### src/tmuf_pkg.sv
package tmuf_pkg;

  // Window geometry
  localparam int WINDOW_SIZE   = 10;
  localparam int TRIM_EACH_END = 2;
  localparam int MID_COUNT     = WINDOW_SIZE - 2 * TRIM_EACH_END;
  localparam bit MID_OK        = (MID_COUNT > 0);
  localparam int MID_N         = MID_OK ? MID_COUNT : 1;

  localparam int CNT_W = $clog2(WINDOW_SIZE + 1);
  localparam int IDX_W = $clog2(WINDOW_SIZE);

  // Field widths
  localparam int RAW_W    = 12;
  localparam int SCALED_W = 11;
  localparam int OUT_W    = 17;

  // Input scaling: v = floor(raw * SCALE_MUL / SCALE_DIV)
  localparam int SCALE_MUL   = 1200;
  localparam int SCALE_DIV   = 2605;
  localparam int SCALED_MAX  = ((2 ** RAW_W - 1) * SCALE_MUL) / SCALE_DIV;
  localparam int X_W         = $clog2((2 ** RAW_W - 1) * SCALE_MUL + 1);
  localparam int SCALE_SHIFT = 32;
  localparam logic [63:0] SCALE_RECIP = (64'd1 << SCALE_SHIFT) / SCALE_DIV;
  localparam int RECIP1_W    = $clog2(SCALE_RECIP + 1);
  localparam int PROD1_W     = X_W + RECIP1_W;

  // Reading: floor(2048 * S / (100 * M)) - 2048
  localparam int READ_OFFSET = 8 * 256;
  localparam int U_SHIFT     = $clog2(READ_OFFSET);
  localparam int SUM_W       = $clog2(MID_N * SCALED_MAX + 1);
  localparam int U_W         = SUM_W + U_SHIFT;
  localparam int DIV_D       = 100 * MID_N;
  localparam int DIV_P       = U_W;
  localparam logic [63:0] DIV_RECIP = (64'd1 << DIV_P) / DIV_D;
  localparam int RECIP2_W    = $clog2(DIV_RECIP + 1);
  localparam int PROD2_W     = U_W + RECIP2_W;
  localparam int QD_W        = $clog2((READ_OFFSET * SCALED_MAX) / 100 + 1);
  localparam int RES_W       = QD_W + 2;
  localparam int OUT_MAX     = 2 ** (OUT_W - 1) - 1;

  typedef struct packed {
    logic load;
    logic est;
    logic fix;
    logic ins;
    logic sum_init;
    logic sum_add;
    logic div1;
    logic div2;
  } tmuf_cmd_t;

  typedef struct packed {
    logic last_sample;
    logic sum_last;
  } tmuf_stat_t;

endpackage

### src/trimmed_mean_uv_sensor_filter.sv
// Channel  | Ports                         | Direction | Transfer
// ---------+-------------------------------+-----------+----------------------------------
// sample   | start, raw_sample_i [11:0]    | in        | edge with start high, busy low
// reading  | valid_o, uv_average_o [16:0]  | out       | the one cycle valid_o is high
//
// A sample keeps busy high through the reciprocal multiply, correction and
// sorted insert, so the next sample is taken only after the last is inserted.
// The tenth sample adds an accumulate over the six middle entries and a divide
// (estimate, then correction): busy stays high through it and the reading
// shows in the first cycle after busy falls. Reset empties the window; the
// receiver cannot stall, so each reading is shown for exactly one cycle.
module trimmed_mean_uv_sensor_filter (
  input  logic                              clk_i,
  input  logic                              rst_ni,
  input  logic                              start,
  input  logic [tmuf_pkg::RAW_W-1:0]        raw_sample_i,
  output logic                              busy,
  output logic                              valid_o,
  output logic signed [tmuf_pkg::OUT_W-1:0] uv_average_o
);
  import tmuf_pkg::*;

  // Commands from the sequencer, status back from the datapath
  tmuf_cmd_t  cmd;
  tmuf_stat_t stat;

  // Sequence each sample: load, scale estimate, fix, insert; on a full window
  // accumulate the middle entries and divide.
  tmuf_ctrl u_ctrl (
    .clk_i   (clk_i),
    .rst_ni  (rst_ni),
    .start_i (start),
    .stat_i  (stat),
    .cmd_o   (cmd),
    .busy_o  (busy)
  );

  // Hold the sorted window, the sum and the divider; register the reading.
  tmuf_datapath u_datapath (
    .clk_i        (clk_i),
    .rst_ni       (rst_ni),
    .cmd_i        (cmd),
    .raw_sample_i (raw_sample_i),
    .stat_o       (stat),
    .valid_o      (valid_o),
    .uv_average_o (uv_average_o)
  );

endmodule

### src/tmuf_ctrl.sv
module tmuf_ctrl (
  input  logic               clk_i,
  input  logic               rst_ni,
  input  logic               start_i,
  input  tmuf_pkg::tmuf_stat_t stat_i,
  output tmuf_pkg::tmuf_cmd_t  cmd_o,
  output logic               busy_o
);
  import tmuf_pkg::*;

  localparam logic [2:0] ST_IDLE = 3'd0;
  localparam logic [2:0] ST_EST  = 3'd1;
  localparam logic [2:0] ST_FIX  = 3'd2;
  localparam logic [2:0] ST_INS  = 3'd3;
  localparam logic [2:0] ST_SUM  = 3'd4;
  localparam logic [2:0] ST_DIV1 = 3'd5;
  localparam logic [2:0] ST_DIV2 = 3'd6;

  logic [2:0] state_q, state_d;

  always_comb begin
    state_d = state_q;
    cmd_o   = '0;
    case (state_q)
      ST_IDLE: begin
        if (start_i) begin
          cmd_o.load = 1'b1;
          state_d    = ST_EST;
        end
      end
      ST_EST: begin
        cmd_o.est = 1'b1;
        state_d   = ST_FIX;
      end
      ST_FIX: begin
        cmd_o.fix = 1'b1;
        state_d   = ST_INS;
      end
      ST_INS: begin
        cmd_o.ins = 1'b1;
        if (stat_i.last_sample) begin
          cmd_o.sum_init = 1'b1;
          state_d        = MID_OK ? ST_SUM : ST_DIV1;
        end else begin
          state_d = ST_IDLE;
        end
      end
      ST_SUM: begin
        cmd_o.sum_add = 1'b1;
        if (stat_i.sum_last) begin
          state_d = ST_DIV1;
        end
      end
      ST_DIV1: begin
        cmd_o.div1 = 1'b1;
        state_d    = ST_DIV2;
      end
      ST_DIV2: begin
        cmd_o.div2 = 1'b1;
        state_d    = ST_IDLE;
      end
      default: begin
        state_d = ST_IDLE;
      end
    endcase
  end

  always_ff @(posedge clk_i or negedge rst_ni) begin
    if (!rst_ni) begin
      state_q <= ST_IDLE;
    end else begin
      state_q <= state_d;
    end
  end

  assign busy_o = (state_q != ST_IDLE);

endmodule

### src/tmuf_datapath.sv
module tmuf_datapath (
  input  logic                              clk_i,
  input  logic                              rst_ni,
  input  tmuf_pkg::tmuf_cmd_t               cmd_i,
  input  logic [tmuf_pkg::RAW_W-1:0]        raw_sample_i,
  output tmuf_pkg::tmuf_stat_t              stat_o,
  output logic                              valid_o,
  output logic signed [tmuf_pkg::OUT_W-1:0] uv_average_o
);
  import tmuf_pkg::*;

  logic [X_W-1:0]       x_q;
  logic [SCALED_W-1:0]  qe_q;
  logic [SCALED_W-1:0]  v_q;
  logic [SCALED_W-1:0]  win_q [WINDOW_SIZE];
  logic [SCALED_W-1:0]  win_d [WINDOW_SIZE];
  logic [WINDOW_SIZE-1:0] gt;
  logic [CNT_W-1:0]     count_q;
  logic [IDX_W-1:0]     idx_q;
  logic [SUM_W-1:0]     acc_q;
  logic [QD_W-1:0]      qd_q;
  logic                 valid_q;
  logic signed [OUT_W-1:0] res_q;

  logic [PROD1_W-1:0]   prod1;
  logic [X_W-1:0]       back1;
  logic [X_W-1:0]       rem1;
  logic [SCALED_W-1:0]  v_d;
  logic [U_W-1:0]       u;
  logic [PROD2_W-1:0]   prod2;
  logic [U_W-1:0]       back2;
  logic [U_W-1:0]       rem2;
  logic [QD_W:0]        qf;
  logic signed [RES_W-1:0] res_full;
  logic signed [OUT_W-1:0] res_d;

  // Scale: reciprocal estimate is exact or one short; one compare fixes it
  assign prod1 = PROD1_W'(x_q) * PROD1_W'(SCALE_RECIP);
  assign back1 = X_W'(qe_q) * X_W'(SCALE_DIV);
  assign rem1  = x_q - back1;
  assign v_d   = qe_q + SCALED_W'(rem1 >= X_W'(SCALE_DIV));

  // Sorted insertion: unfilled slots count as larger than any sample
  always_comb begin
    for (int i = 0; i < WINDOW_SIZE; i++) begin
      gt[i] = (CNT_W'(i) >= count_q) || (win_q[i] > v_q);
    end
    win_d[0] = gt[0] ? v_q : win_q[0];
    for (int i = 1; i < WINDOW_SIZE; i++) begin
      if (!gt[i]) begin
        win_d[i] = win_q[i];
      end else if (gt[i-1]) begin
        win_d[i] = win_q[i-1];
      end else begin
        win_d[i] = v_q;
      end
    end
  end

  assign stat_o.last_sample = (count_q == CNT_W'(WINDOW_SIZE - 1));
  assign stat_o.sum_last    = (idx_q == IDX_W'(WINDOW_SIZE - TRIM_EACH_END - 1));

  // Reading: divide 2048*S by 100*M, then drop the offset
  assign u        = {acc_q, {U_SHIFT{1'b0}}};
  assign prod2    = PROD2_W'(u) * PROD2_W'(DIV_RECIP);
  assign back2    = U_W'(qd_q) * U_W'(DIV_D);
  assign rem2     = u - back2;
  assign qf       = {1'b0, qd_q} + (QD_W + 1)'(rem2 >= U_W'(DIV_D));
  assign res_full = $signed({1'b0, qf}) - $signed(RES_W'(READ_OFFSET));

  always_comb begin
    // qf is never negative, so only the top can overflow
    if (!MID_OK) begin
      res_d = '0;
    end else if (res_full > $signed(RES_W'(OUT_MAX))) begin
      res_d = OUT_W'(OUT_MAX);
    end else begin
      res_d = res_full[OUT_W-1:0];
    end
  end

  always_ff @(posedge clk_i) begin
    if (cmd_i.load) begin
      x_q <= X_W'(raw_sample_i) * X_W'(SCALE_MUL);
    end
    if (cmd_i.est) begin
      qe_q <= prod1[SCALE_SHIFT +: SCALED_W];
    end
    if (cmd_i.fix) begin
      v_q <= v_d;
    end
    if (cmd_i.ins) begin
      win_q <= win_d;
    end
    if (cmd_i.sum_init) begin
      acc_q <= '0;
      idx_q <= IDX_W'(TRIM_EACH_END);
    end else if (cmd_i.sum_add) begin
      acc_q <= acc_q + SUM_W'(win_q[idx_q]);
      idx_q <= idx_q + IDX_W'(1);
    end
    if (cmd_i.div1) begin
      qd_q <= prod2[DIV_P +: QD_W];
    end
    if (cmd_i.div2) begin
      res_q <= res_d;
    end
  end

  always_ff @(posedge clk_i or negedge rst_ni) begin
    if (!rst_ni) begin
      count_q <= '0;
      valid_q <= 1'b0;
    end else begin
      valid_q <= cmd_i.div2;
      if (cmd_i.div2) begin
        count_q <= '0;
      end else if (cmd_i.ins) begin
        count_q <= count_q + CNT_W'(1);
      end
    end
  end

  assign valid_o      = valid_q;
  assign uv_average_o = res_q;

endmodule

### config.mk
export PLATFORM = sky130hd
export DESIGN_NAME = trimmed_mean_uv_sensor_filter
export DESIGN_NICKNAME = d
export VERILOG_FILES = /design/src/tmuf_pkg.sv /design/src/trimmed_mean_uv_sensor_filter.sv /design/src/tmuf_ctrl.sv /design/src/tmuf_datapath.sv
export SDC_FILE = /design/constraint.sdc
export NUM_CORES = 1
export LEC_CHECK = 0
export BUFFER_PORTS_ARGS = -buffer_cell sky130_fd_sc_hd__buf_4
export CAP_MARGIN = 20
export CELL_PAD_IN_SITES_DETAIL_PLACEMENT = 1
export CELL_PAD_IN_SITES_GLOBAL_PLACEMENT = 2
export CORE_MARGIN = 5
export CORE_UTILIZATION = 45
export DETAILED_ROUTE_END_ITERATION = 8
export PLACE_DENSITY_LB_ADDON = 0.1
export RECOVER_POWER = 50
export SYNTH_ARGS = -nofsm -noshare
export SYNTH_HDL_FRONTEND = slang
export SYNTH_HIERARCHICAL = 1
export SYNTH_SLANG_ARGS = --single-unit
### constraint.sdc
create_clock -name clk_i -period 8.05 [get_ports clk_i]
set_input_delay 1.2075 -clock clk_i [delete_from_list [all_inputs] [get_ports clk_i]]
set_output_delay 1.2075 -clock clk_i [all_outputs]
set_load 0.01 [all_outputs]
==> summary.md, run 1 <==
| Metric | Value |
|---|---|
| RR Endpoint | u_datapath/uv_average_o[1] |
| Most common cell in the netlist | ha_1 |
| Grt ovf | 0 |
| Hold Crit Depth | 1 |
| Post-synthesis register bit count | 210 |
| Post-Synth Adder-Cell Area | 44.9% |
| Sequential fraction of the synthesis area | 21.6% |
| CTS tree | done |
| Core Footprint | 61800 µm² |
| Nets | 3567 |
| Multi-input gate area | 20300 µm² |
| Final Hold Fails | 0 |
| Main combinational cell family by area after synthesis | adder cells |
| Tightest Pin Transition | 1.74 ns |
| Final period utilization | 95.5% |
| Die Wd | 260 µm |
| Synth area leader | ha_1 |
| Hold path start | u_ctrl/state_q[0] |
| Critical Path Source Type | flip-flop |
| R2R setup slack | 0.37 ns |
| Area growth syn-to-layout | 8.38% |
| EDFF count, synth | 184 |
| Share of layout cells above drive strength 1 | 9.26% |
| Initial core utilization | 45.5% |
| Synth Area in Compound Gates | 9.26% |
| Diodes inserted | 0 |
| Inserted Clock Buffers | 28 |
| Clock transition at the registers of the reported paths | 0.06 ns |
| Post-synth ARST share | 3.81% |
| Clock root cell | clkbuf_16 |
| H-tree depth | 1 |
| Finish-stage setup viols | 0 |
| CP max stage delay | 0.55 ns |
| CP top delay family | adder cells |
| Most frequent cells after synthesis | ha_1, inv_1, fa_1, edfxtp_1, nor2_1 |
| Placed cell area | 29500 µm² |
| Overall routing resource usage | 23.3% |
| Slowest cell on crit path | fa_1 |
| Most used DFF post-synth | edfxtp_1 |
| PortBufs | 33 |
| Syn avg cell area | 10.7 µm² |
| DR DRC count | 0 |
| Fill cells | 6728 |
| Multiplexer share of the synthesized area | 6.93% |
| Drt initial violations | 906 |
| WHS Endpoint | u_ctrl/state_q[0] |
| Fin crit period | 7.68 ns |
| Pins Over Slew Limit | 43 |
| Clock buffer depth | 3 |
| Largest net degree at the start of global routing | 24 |
| Reg2Reg Depth | 31 |
| Post-Synth XOR/XNOR Area | 3.36% |
| DR vias/cell | 5.58 |
| Hold crit path type | flip-flop to flip-flop |
| Drt first pass iters | 5 |
| Final TNS setup | 0 ns |
| Buf+Inv Stages, Crit Path | 2 |
| WS Path Type | flip-flop to flip-flop |
| Failing checks | capacitance limit, slew limit |
| Num ports | 34 |
| Initial antenna violation count | 3 |
| Crit. End Element | flip-flop |
| Yosys warns | 6 |
| CP arrival | 8.12 ns |
| Yosys top cell area share | 27.6% |
| Routability Congestion | 0.867 |
| Die height | 260 µm |
| Skew final | 0.0462 ns |
| CP required | 8.48 ns |
| CP startpoint | u_datapath/qd_q[7] |
| Fin area | 30500 µm² |
| Vias in the first global route | 21900 |
| Relative max-transition margin | -15.8% |
| Mapped Nets | 3502 |
| Post-synthesis simple-gate area fraction | 7.22% |
| Register area | 6090 µm² |
| Routed length per instance | 21.9 µm |
| Row cnt | 91 |
| Vias | 19800 |
| Routed Antenna Nets | 0 |
| Synthesized area | 28100 µm² |
| Max Fanout on Critical Path | 6 |
| Post-synthesis cell count | 2623 |
| CTS sink count | 210 |
| First-pass GRT wire length | 124 mm |
| Dpl hpwl | 64.7 mm |
| Distinct cells, synth | 78 |
| FMAX | 0.130 GHz |
| Max cap viols | 3 |
| RR Startpoint | u_datapath/qd_q[7] |
| Die area | 67600 µm² |
| Clk_lat worst skew | 0.60 ns |
| Synth area leaders | ha_1, edfxtp_1, fa_1 |
| Routed WL | 77.5 mm |
| Status | finished, violations left |
## cells by family (layout without fill, tap and decap cells)
logic type	Yosys count	after routing
simple gates	400	401
buf+inv	500	586
compound gates	386	386
xor+xnor	108	108
flops	210	210
mux	155	155
fa+ha+maj	864	864
## cell usage in the layout, fill, tap and decap left out, types with 11 or more instances in the layout
cell type / netlist / final
clkbuf_16: 0 / 28
ha_1: 621 / 615
o21ai_0: 68 / 65
nand2_1: 68 / 67
nor2_1: 102 / 102
nand2b_1: 25 / 25
a21o_1: 35 / 35
mux2i_1: 34 / 34
edfxtp_1: 184 / 184
dfxtp_1: 18 / 17
xnor2_1: 74 / 74
a211oi_1: 14 / 11
fa_1: 243 / 243
nor3_1: 31 / 29
mux4_2: 22 / 22
nand3_1: 43 / 43
o21a_1: 58 / 57
mux2_2: 99 / 99
xor2_1: 34 / 34
o22ai_1: 13 / 13
a21oi_1: 93 / 92
and3_1: 11 / 11
o31ai_1: 13 / 13
inv_1: 458 / 458
nor2b_1: 33 / 33
clkbuf_1: 37 / 36
buf_4: 0 / 43
nand4_1: 33 / 33
## sequential cells by signal, indices dropped and copies added (netlist names)
register	flops
u_ctrl/state_q	3
u_datapath/qe_q	11
u_datapath/count_q	4
u_datapath/qd_q	16
u_datapath/idx_q	4
u_datapath/v_q	11
u_datapath/win_q	110
u_datapath/valid_o	1
u_datapath/x_q	19
u_datapath/acc_q	14
u_datapath/uv_average_o	17
## worst reg2reg max path, delay by kind of cell, from the launching register on
kind	cells	cell delay, ns
xor+xnor	1	0.16
simple gates	11	1.62
fa+ha+maj	8	2.85
compound gates	9	2.03
buf+inv	2	0.40
flops	1	0.51
## final cells by class
class | instances | area share, %
Clock buffer | 33 | 2.39
Sequential cell | 210 | 20.0
Multi-Input combinational cell | 1914 | 66.5
Timing Repair Buffer | 76 | 1.49
Clock inverter | 19 | 0.591
Inverter | 458 | 5.64
Tap cell | 837 | 3.43
## timing repair
item | in CTS | in global routing
pin swaps | 0 | 6
setup buffers | 0 | 12
gates resized for setup | 2 | 22
hold buffers | 0 | 0
gates cloned | 0 | 1
endpoints found under the setup margin | 9 | 16
## metal layers
metal	track usage, %	share of wire [%]	up-vias
li1	-	-	9321
met1	33.0	48	10100
met2	38.4	46	269
met3	2.52	3.0	98
met4	5.81	2.4	4
met5	0	0.028	-
## worst max-delay path by stage
stage                                       to  slack, ns  depth (start not counted)
floorplan           u_datapath/uv_average_o[0]       1.15                         31
global placement    u_datapath/uv_average_o[1]       0.28                         35
detailed placement  u_datapath/uv_average_o[7]      -0.05                         35
CTS                 u_datapath/uv_average_o[7]       0.11                         35
global route        u_datapath/uv_average_o[0]      -0.06                         31
finish              u_datapath/uv_average_o[1]       0.37                         31
## metrics by stage
stage          hold slack, ns  utilization (%)  worst slack, ns  instances
2_1_floorplan           0.424                -             1.15       2623
3_3_place_gp            0.589             47.7            0.281       3479
3_5_place_dp            0.581             47.7          -0.0536       3479
4_1_cts                 0.443             49.2            0.108       3531
5_1_grt                 0.621             49.3          -0.0557       3547
6_report                0.588             49.3            0.366       3547
Power of run 1 is not shown: default switching activity piles up to over one toggle a cycle in this logic, so the estimate is an artifact.
==> run 2, diff against run 1 <==
--- a/config.mk
+++ b/config.mk
@@ -9,7 +9,6 @@
 export CAP_MARGIN = 20
 export CELL_PAD_IN_SITES_DETAIL_PLACEMENT = 1
 export CELL_PAD_IN_SITES_GLOBAL_PLACEMENT = 2
-export CORE_MARGIN = 5
 export CORE_UTILIZATION = 45
 export DETAILED_ROUTE_END_ITERATION = 8
 export PLACE_DENSITY_LB_ADDON = 0.1
==> constraint.sdc (replaced) <==
create_clock -name clk_i -period 7.8 [get_ports clk_i]
set_input_delay 1.17 -clock clk_i [delete_from_list [all_inputs] [get_ports clk_i]]
set_output_delay 1.17 -clock clk_i [all_outputs]
set_load 0.01 [all_outputs]
==> run 2 against run 1 <==
Net effect:
- the run still ends with capacitance limit, slew limit left
- register-to-register slack better by 0.10 ns
- via count is 1.2% lower
- core utilization is 0.29 points higher
- global-route usage is 1.2 points higher
- final area is 0.40% higher
- cell count stayed put
- sequential share of layout area is 0.079 points lower
- clock-buffer cell count stayed put
- clock skew is 0.020 ns lower
- critical path type unchanged
- critical endpoint is now u_datapath/uv_average_o[0]
==> summary.md, run 2 (same netlist as run 1, synthesis figures left out) <==
| Metric | Value |
|---|---|
| Unrepaired setup endpoints after global routing | no |
| FMAX | 0.136 GHz |
| Die height | 252 µm |
| Fin area | 30600 µm² |
| Largest net degree at the start of global routing | 24 |
| Vias | 19600 |
| Pre-CTS setup slack | -0.200 ns |
| Failing checks | capacitance limit, slew limit |
| Overall routing resource usage | 24.5% |
| H-tree depth | 1 |
| Inserted Clock Buffers | 27 |
| Share of layout cells above drive strength 1 | 9.41% |
| Fin crit period | 7.33 ns |
| Clock root cell | clkbuf_16 |
| DR vias/cell | 5.52 |
| Commonest non-fill, non-tap cells in the layout | ha_1, inv_1, fa_1, edfxtp_1, nor2_1 |
| Buf+Inv Stages, Crit Path | 1 |
| Placed cell area | 29500 µm² |
| Max reg flops | 110 |
| Routed Antenna Nets | 0 |
| CTS tree | done |
| Drt first pass iters | 6 |
| Drt initial violations | 867 |
| Initial core utilization | 45.6% |
| Num ports | 34 |
| Most common cell after layout, fill and taps aside | ha_1 |
| Hold crit path type | flip-flop to flip-flop |
| CP required | 8.23 ns |
| Tightest Pin Transition | 1.59 ns |
| Max Fanout on Critical Path | 9 |
| Top reg by flops | u_datapath/win_q |
| DR DRC count | 0 |
| Crit. End Element | flip-flop |
| Clock transition at the registers of the reported paths | 0.06 ns |
| Routed length per instance | 21.3 µm |
| Diodes inserted | 0 |
| CP top delay family | adder cells |
| Routability Congestion | 0.899 |
| PortBufs | 33 |
| Slowest cell on crit path | fa_1 |
| Clock buffer depth | 3 |
| Initial antenna violation count | 0 |
| Final period utilization | 94.0% |
| Relative max-transition margin | -6.12% |
| WS Path Type | flip-flop to flip-flop |
| Final TNS setup | 0 ns |
| Skew final | 0.0260 ns |
| CP arrival | 7.77 ns |
| Post-route setup slack | 0.465 ns |
| Routed WL | 75.6 mm |
| Finish-stage setup viols | 0 |
| Final Hold Fails | 0 |
| Dpl hpwl | 63.6 mm |
| Pins Over Slew Limit | 32 |
| Area growth syn-to-layout | 8.81% |
| Nets | 3568 |
| CTS sink count | 210 |
| Cts hold-fix bufs | 0 |
| Max cap viols | 2 |
| Vias in the first global route | 21800 |
| Grt ovf | 0 |
| Row cnt | 91 |
| Clk_lat worst skew | 0.59 ns |
| Die Wd | 252 µm |
| CP max stage delay | 0.61 ns |
| Status | finished, violations left |
| Core Footprint | 61700 µm² |
| First-pass GRT wire length | 122 mm |
| Die area | 63500 µm² |
| Critical Path Source Type | flip-flop |
[run 2: worst register-to-register path, delay by kind of cell (launching register included)]
family          cells  cell delay, ns
simple gates       10            1.38
buf+inv             1            0.18
flops               1            0.46
fa+ha+maj           8            2.72
xor+xnor            1            0.17
compound gates     11            2.31
[run 2: repair_timing]
action	CTS	global route
gates cloned	0	1
pin swaps	0	18
buffers inserted	1	10
gates resized for setup	2	33
setup endpoints to repair	9	16
[run 2: final timing paths]
check | start | end | slack (ns) | cells past startpoint
max | u_datapath/qd_q[6] | u_datapath/uv_average_o[0] | 0.47 | 31
min | u_ctrl/state_q[2] | u_ctrl/state_q[0] | 0.59 | 1
max reg2reg | u_datapath/qd_q[6] | u_datapath/uv_average_o[0] | 0.47 | 31
min reg2reg | u_ctrl/state_q[2] | u_ctrl/state_q[0] | 0.59 | 1
max in group asynchronous | rst_ni | u_datapath/count_q[0] | 6.65 | 1
min in group asynchronous | rst_ni | u_ctrl/state_q[1] | 0.65 | 1
[run 2: metrics by stage]
| stage | hold slack [ns] | cells | util (%) |
|---|---|---|---|
| finish | 0.590 | 3547 | 49.6 |
| global route | 0.630 | 3547 | 49.6 |
| CTS | 0.401 | 3532 | 49.4 |
| detailed placement | 0.592 | 3481 | 47.8 |
| global placement | 0.594 | 3481 | 47.8 |
| floorplan | 0.424 | 2623 | - |
[run 2: layout make-up]
cell class / instances / area (µm²)
fill: 6786 / 31100
sequential: 210 / 6090
timing repair buffer: 78 / 462
multi-input combinational: 1914 / 20300
tap: 837 / 1050
clock buffer: 33 / 698
inverter: 458 / 1720
clock inverter: 17 / 256
[run 2: routing by layer]
layer / global-route usage [%] / vias up / part of all wire [%]
met1: 33.0 / 9899 / 47
met2: 42.5 / 243 / 48
met3: 2.24 / 88 / 2.5
li1: - / 9337 / -
met4: 5.49 / 0 / 2.4
met5: 0 / - / 0
Power of run 2 is left out for the same reason.
==> run 3, diff against run 2 <==
--- a/config.mk
+++ b/config.mk
@@ -6,7 +6,6 @@
 export NUM_CORES = 1
 export LEC_CHECK = 0
 export BUFFER_PORTS_ARGS = -buffer_cell sky130_fd_sc_hd__buf_4
-export CAP_MARGIN = 20
 export CELL_PAD_IN_SITES_DETAIL_PLACEMENT = 1
 export CELL_PAD_IN_SITES_GLOBAL_PLACEMENT = 2
 export CORE_UTILIZATION = 45
==> constraint.sdc (replaced) <==
create_clock -name clk_i -period 7.8 [get_ports clk_i]
set_input_delay 1.17 -clock clk_i [delete_from_list [all_inputs] [get_ports clk_i]]
set_output_delay 1.17 -clock clk_i [all_outputs]
set_load 0.005 [all_outputs]
==> run 3 against run 2 <==
Net effect:
- the run still ends with capacitance limit, slew limit left
- sequential share of layout area hardly changed
- clock-buffer cell count stayed put
- via count is 0.15% lower
- highest routed layer unchanged
==> summary.md, run 3 (same netlist as run 1, synthesis figures left out) <==
| Metric | Value |
|---|---|
| Vias | 19500 |
| Top reg by flops | u_datapath/win_q |
| Relative max-transition margin | -6.13% |
| Overall routing resource usage | 24.5% |
| Critical Path Source Type | flip-flop |
| Area growth syn-to-layout | 8.88% |
| Placed cell area | 29500 µm² |
| Max reg flops | 110 |
| CP arrival | 7.77 ns |
| Unrepaired setup endpoints after global routing | no |
| Die height | 252 µm |
| Hold Crit Depth | 1 |
| Tightest Pin Transition | 1.59 ns |
| Core Footprint | 61700 µm² |
| WS Path Type | flip-flop to flip-flop |
| PortBufs | 33 |
| Post-route setup slack | 0.469 ns |
| CP max stage delay | 0.61 ns |
| Initial core utilization | 45.6% |
| Status | finished, violations left |
| Largest net degree at the start of global routing | 24 |
| Failing checks | capacitance limit, slew limit |
| Hold path start | u_ctrl/state_q[2] |
| Routability Congestion | 0.899 |
| Fill cells | 6792 |
| Routed WL | 75.5 mm |
| Final period utilization | 94.0% |
| Pre-CTS setup slack | -0.200 ns |
| CP required | 8.23 ns |
| CTS sink count | 210 |
| Clk_lat worst skew | 0.59 ns |
| Most common cell after layout, fill and taps aside | ha_1 |
| R2R setup slack | 0.47 ns |
| Hold crit path type | flip-flop to flip-flop |
| DR DRC count | 0 |
| Drt first pass iters | 7 |
| Final TNS setup | 0 ns |
| Finish-stage setup viols | 0 |
| Skew final | 0.0262 ns |
| Fin area | 30600 µm² |
| Drt initial violations | 813 |
| Clock root cell | clkbuf_16 |
| Nets | 3564 |
| Clock buffer depth | 3 |
| Clock transition at the registers of the reported paths | 0.06 ns |
| Fin util | 49.6% |
| Row cnt | 91 |
| Max Fanout on Critical Path | 9 |
| Routed Antenna Nets | 0 |
| WHS Endpoint | u_ctrl/state_q[0] |
| Inserted Clock Buffers | 27 |
| RR Endpoint | u_datapath/uv_average_o[0] |
| Diodes inserted | 0 |
| Num ports | 34 |
| Reg2Reg Depth | 31 |
| Routed length per instance | 21.3 µm |
| Initial antenna violation count | 0 |
| Slowest cell on crit path | fa_1 |
| Die Wd | 252 µm |
| Fin crit period | 7.33 ns |
| H-tree depth | 1 |
| DR vias/cell | 5.51 |
| Commonest non-fill, non-tap cells in the layout | ha_1, inv_1, fa_1, edfxtp_1, nor2_1 |
| Vias in the first global route | 21800 |
| Share of layout cells above drive strength 1 | 9.79% |
| Max cap viols | 2 |
| Crit. End Element | flip-flop |
| Cts hold-fix bufs | 0 |
| Grt ovf | 0 |
| Pins Over Slew Limit | 32 |
| Final Hold Fails | 0 |
| Die area | 63500 µm² |
| CTS tree | done |
| FMAX | 0.136 GHz |
| Dpl hpwl | 63.6 mm |
| RR Startpoint | u_datapath/qd_q[6] |
| First-pass GRT wire length | 122 mm |
run 3: cell count changes in the layout (fill, tap and decap cells not counted), sizes merged:
cell | previous run | this run
buf | 44 | 40
run 3: critical path: cells and delay by family, from the launching register on:
kind                       cells  cell delay, ns
and+or+nand+nor               10            1.38
buffers and inverters          1            0.18
DFF                            1            0.45
xor gates and xnor gates       1            0.17
adders and majority gates      8            2.70
AOI/OAI and AO/OA             11            2.30
run 3: layout make-up:
type	count	area [µm²]	share of cell area [%]
multi-input combinational	1914	20300	66.4
sequential	210	6090	19.9
inverter	458	1720	5.61
tap	837	1050	3.42
clock buffer	33	698	2.28
timing repair buffer	74	480	1.57
clock inverter	17	256	0.837
run 3: worst max path at each step:
stage | from | end | slack [ns] | depth (start not counted)
detailed placement | u_datapath/qd_q[6] | u_datapath/uv_average_o[0] | -0.20 | 30
global route | u_datapath/qd_q[6] | u_datapath/uv_average_o[0] | 0.03 | 31
finish | u_datapath/qd_q[6] | u_datapath/uv_average_o[0] | 0.47 | 31
CTS | u_datapath/qd_q[6] | u_datapath/uv_average_o[0] | 0.08 | 31
global placement | u_datapath/qd_q[6] | u_datapath/uv_average_o[0] | 0.10 | 30
floorplan | u_datapath/qd_q[4] | u_datapath/uv_average_o[0] | 0.90 | 31
run 3: stage by stage:
step / instances / hold WS, ns
finish: 3543 / 0.590
floorplan: 2623 / 0.424
global placement: 3481 / 0.594
global route: 3543 / 0.630
detailed placement: 3481 / 0.592
CTS: 3532 / 0.401
run 3: layer usage:
metal / track usage, % / up-vias / wire length (µm)
met3: 2.24 / 86 / 1880
li1: - / 9325 / -
met2: 42.5 / 237 / 36500
met4: 5.49 / 0 / 1800
met1: 33.0 / 9890 / 35300
met5: 0 / - / 0
run 3: timing repair:
action	in CTS	in global routing
resized for setup	2	33
setup endpoints to repair	9	16
gates cloned	0	1
pin swaps	0	18
endpoints found under the hold margin	0	0
setup buffers	1	10
Power of run 3 is left out for the same reason.
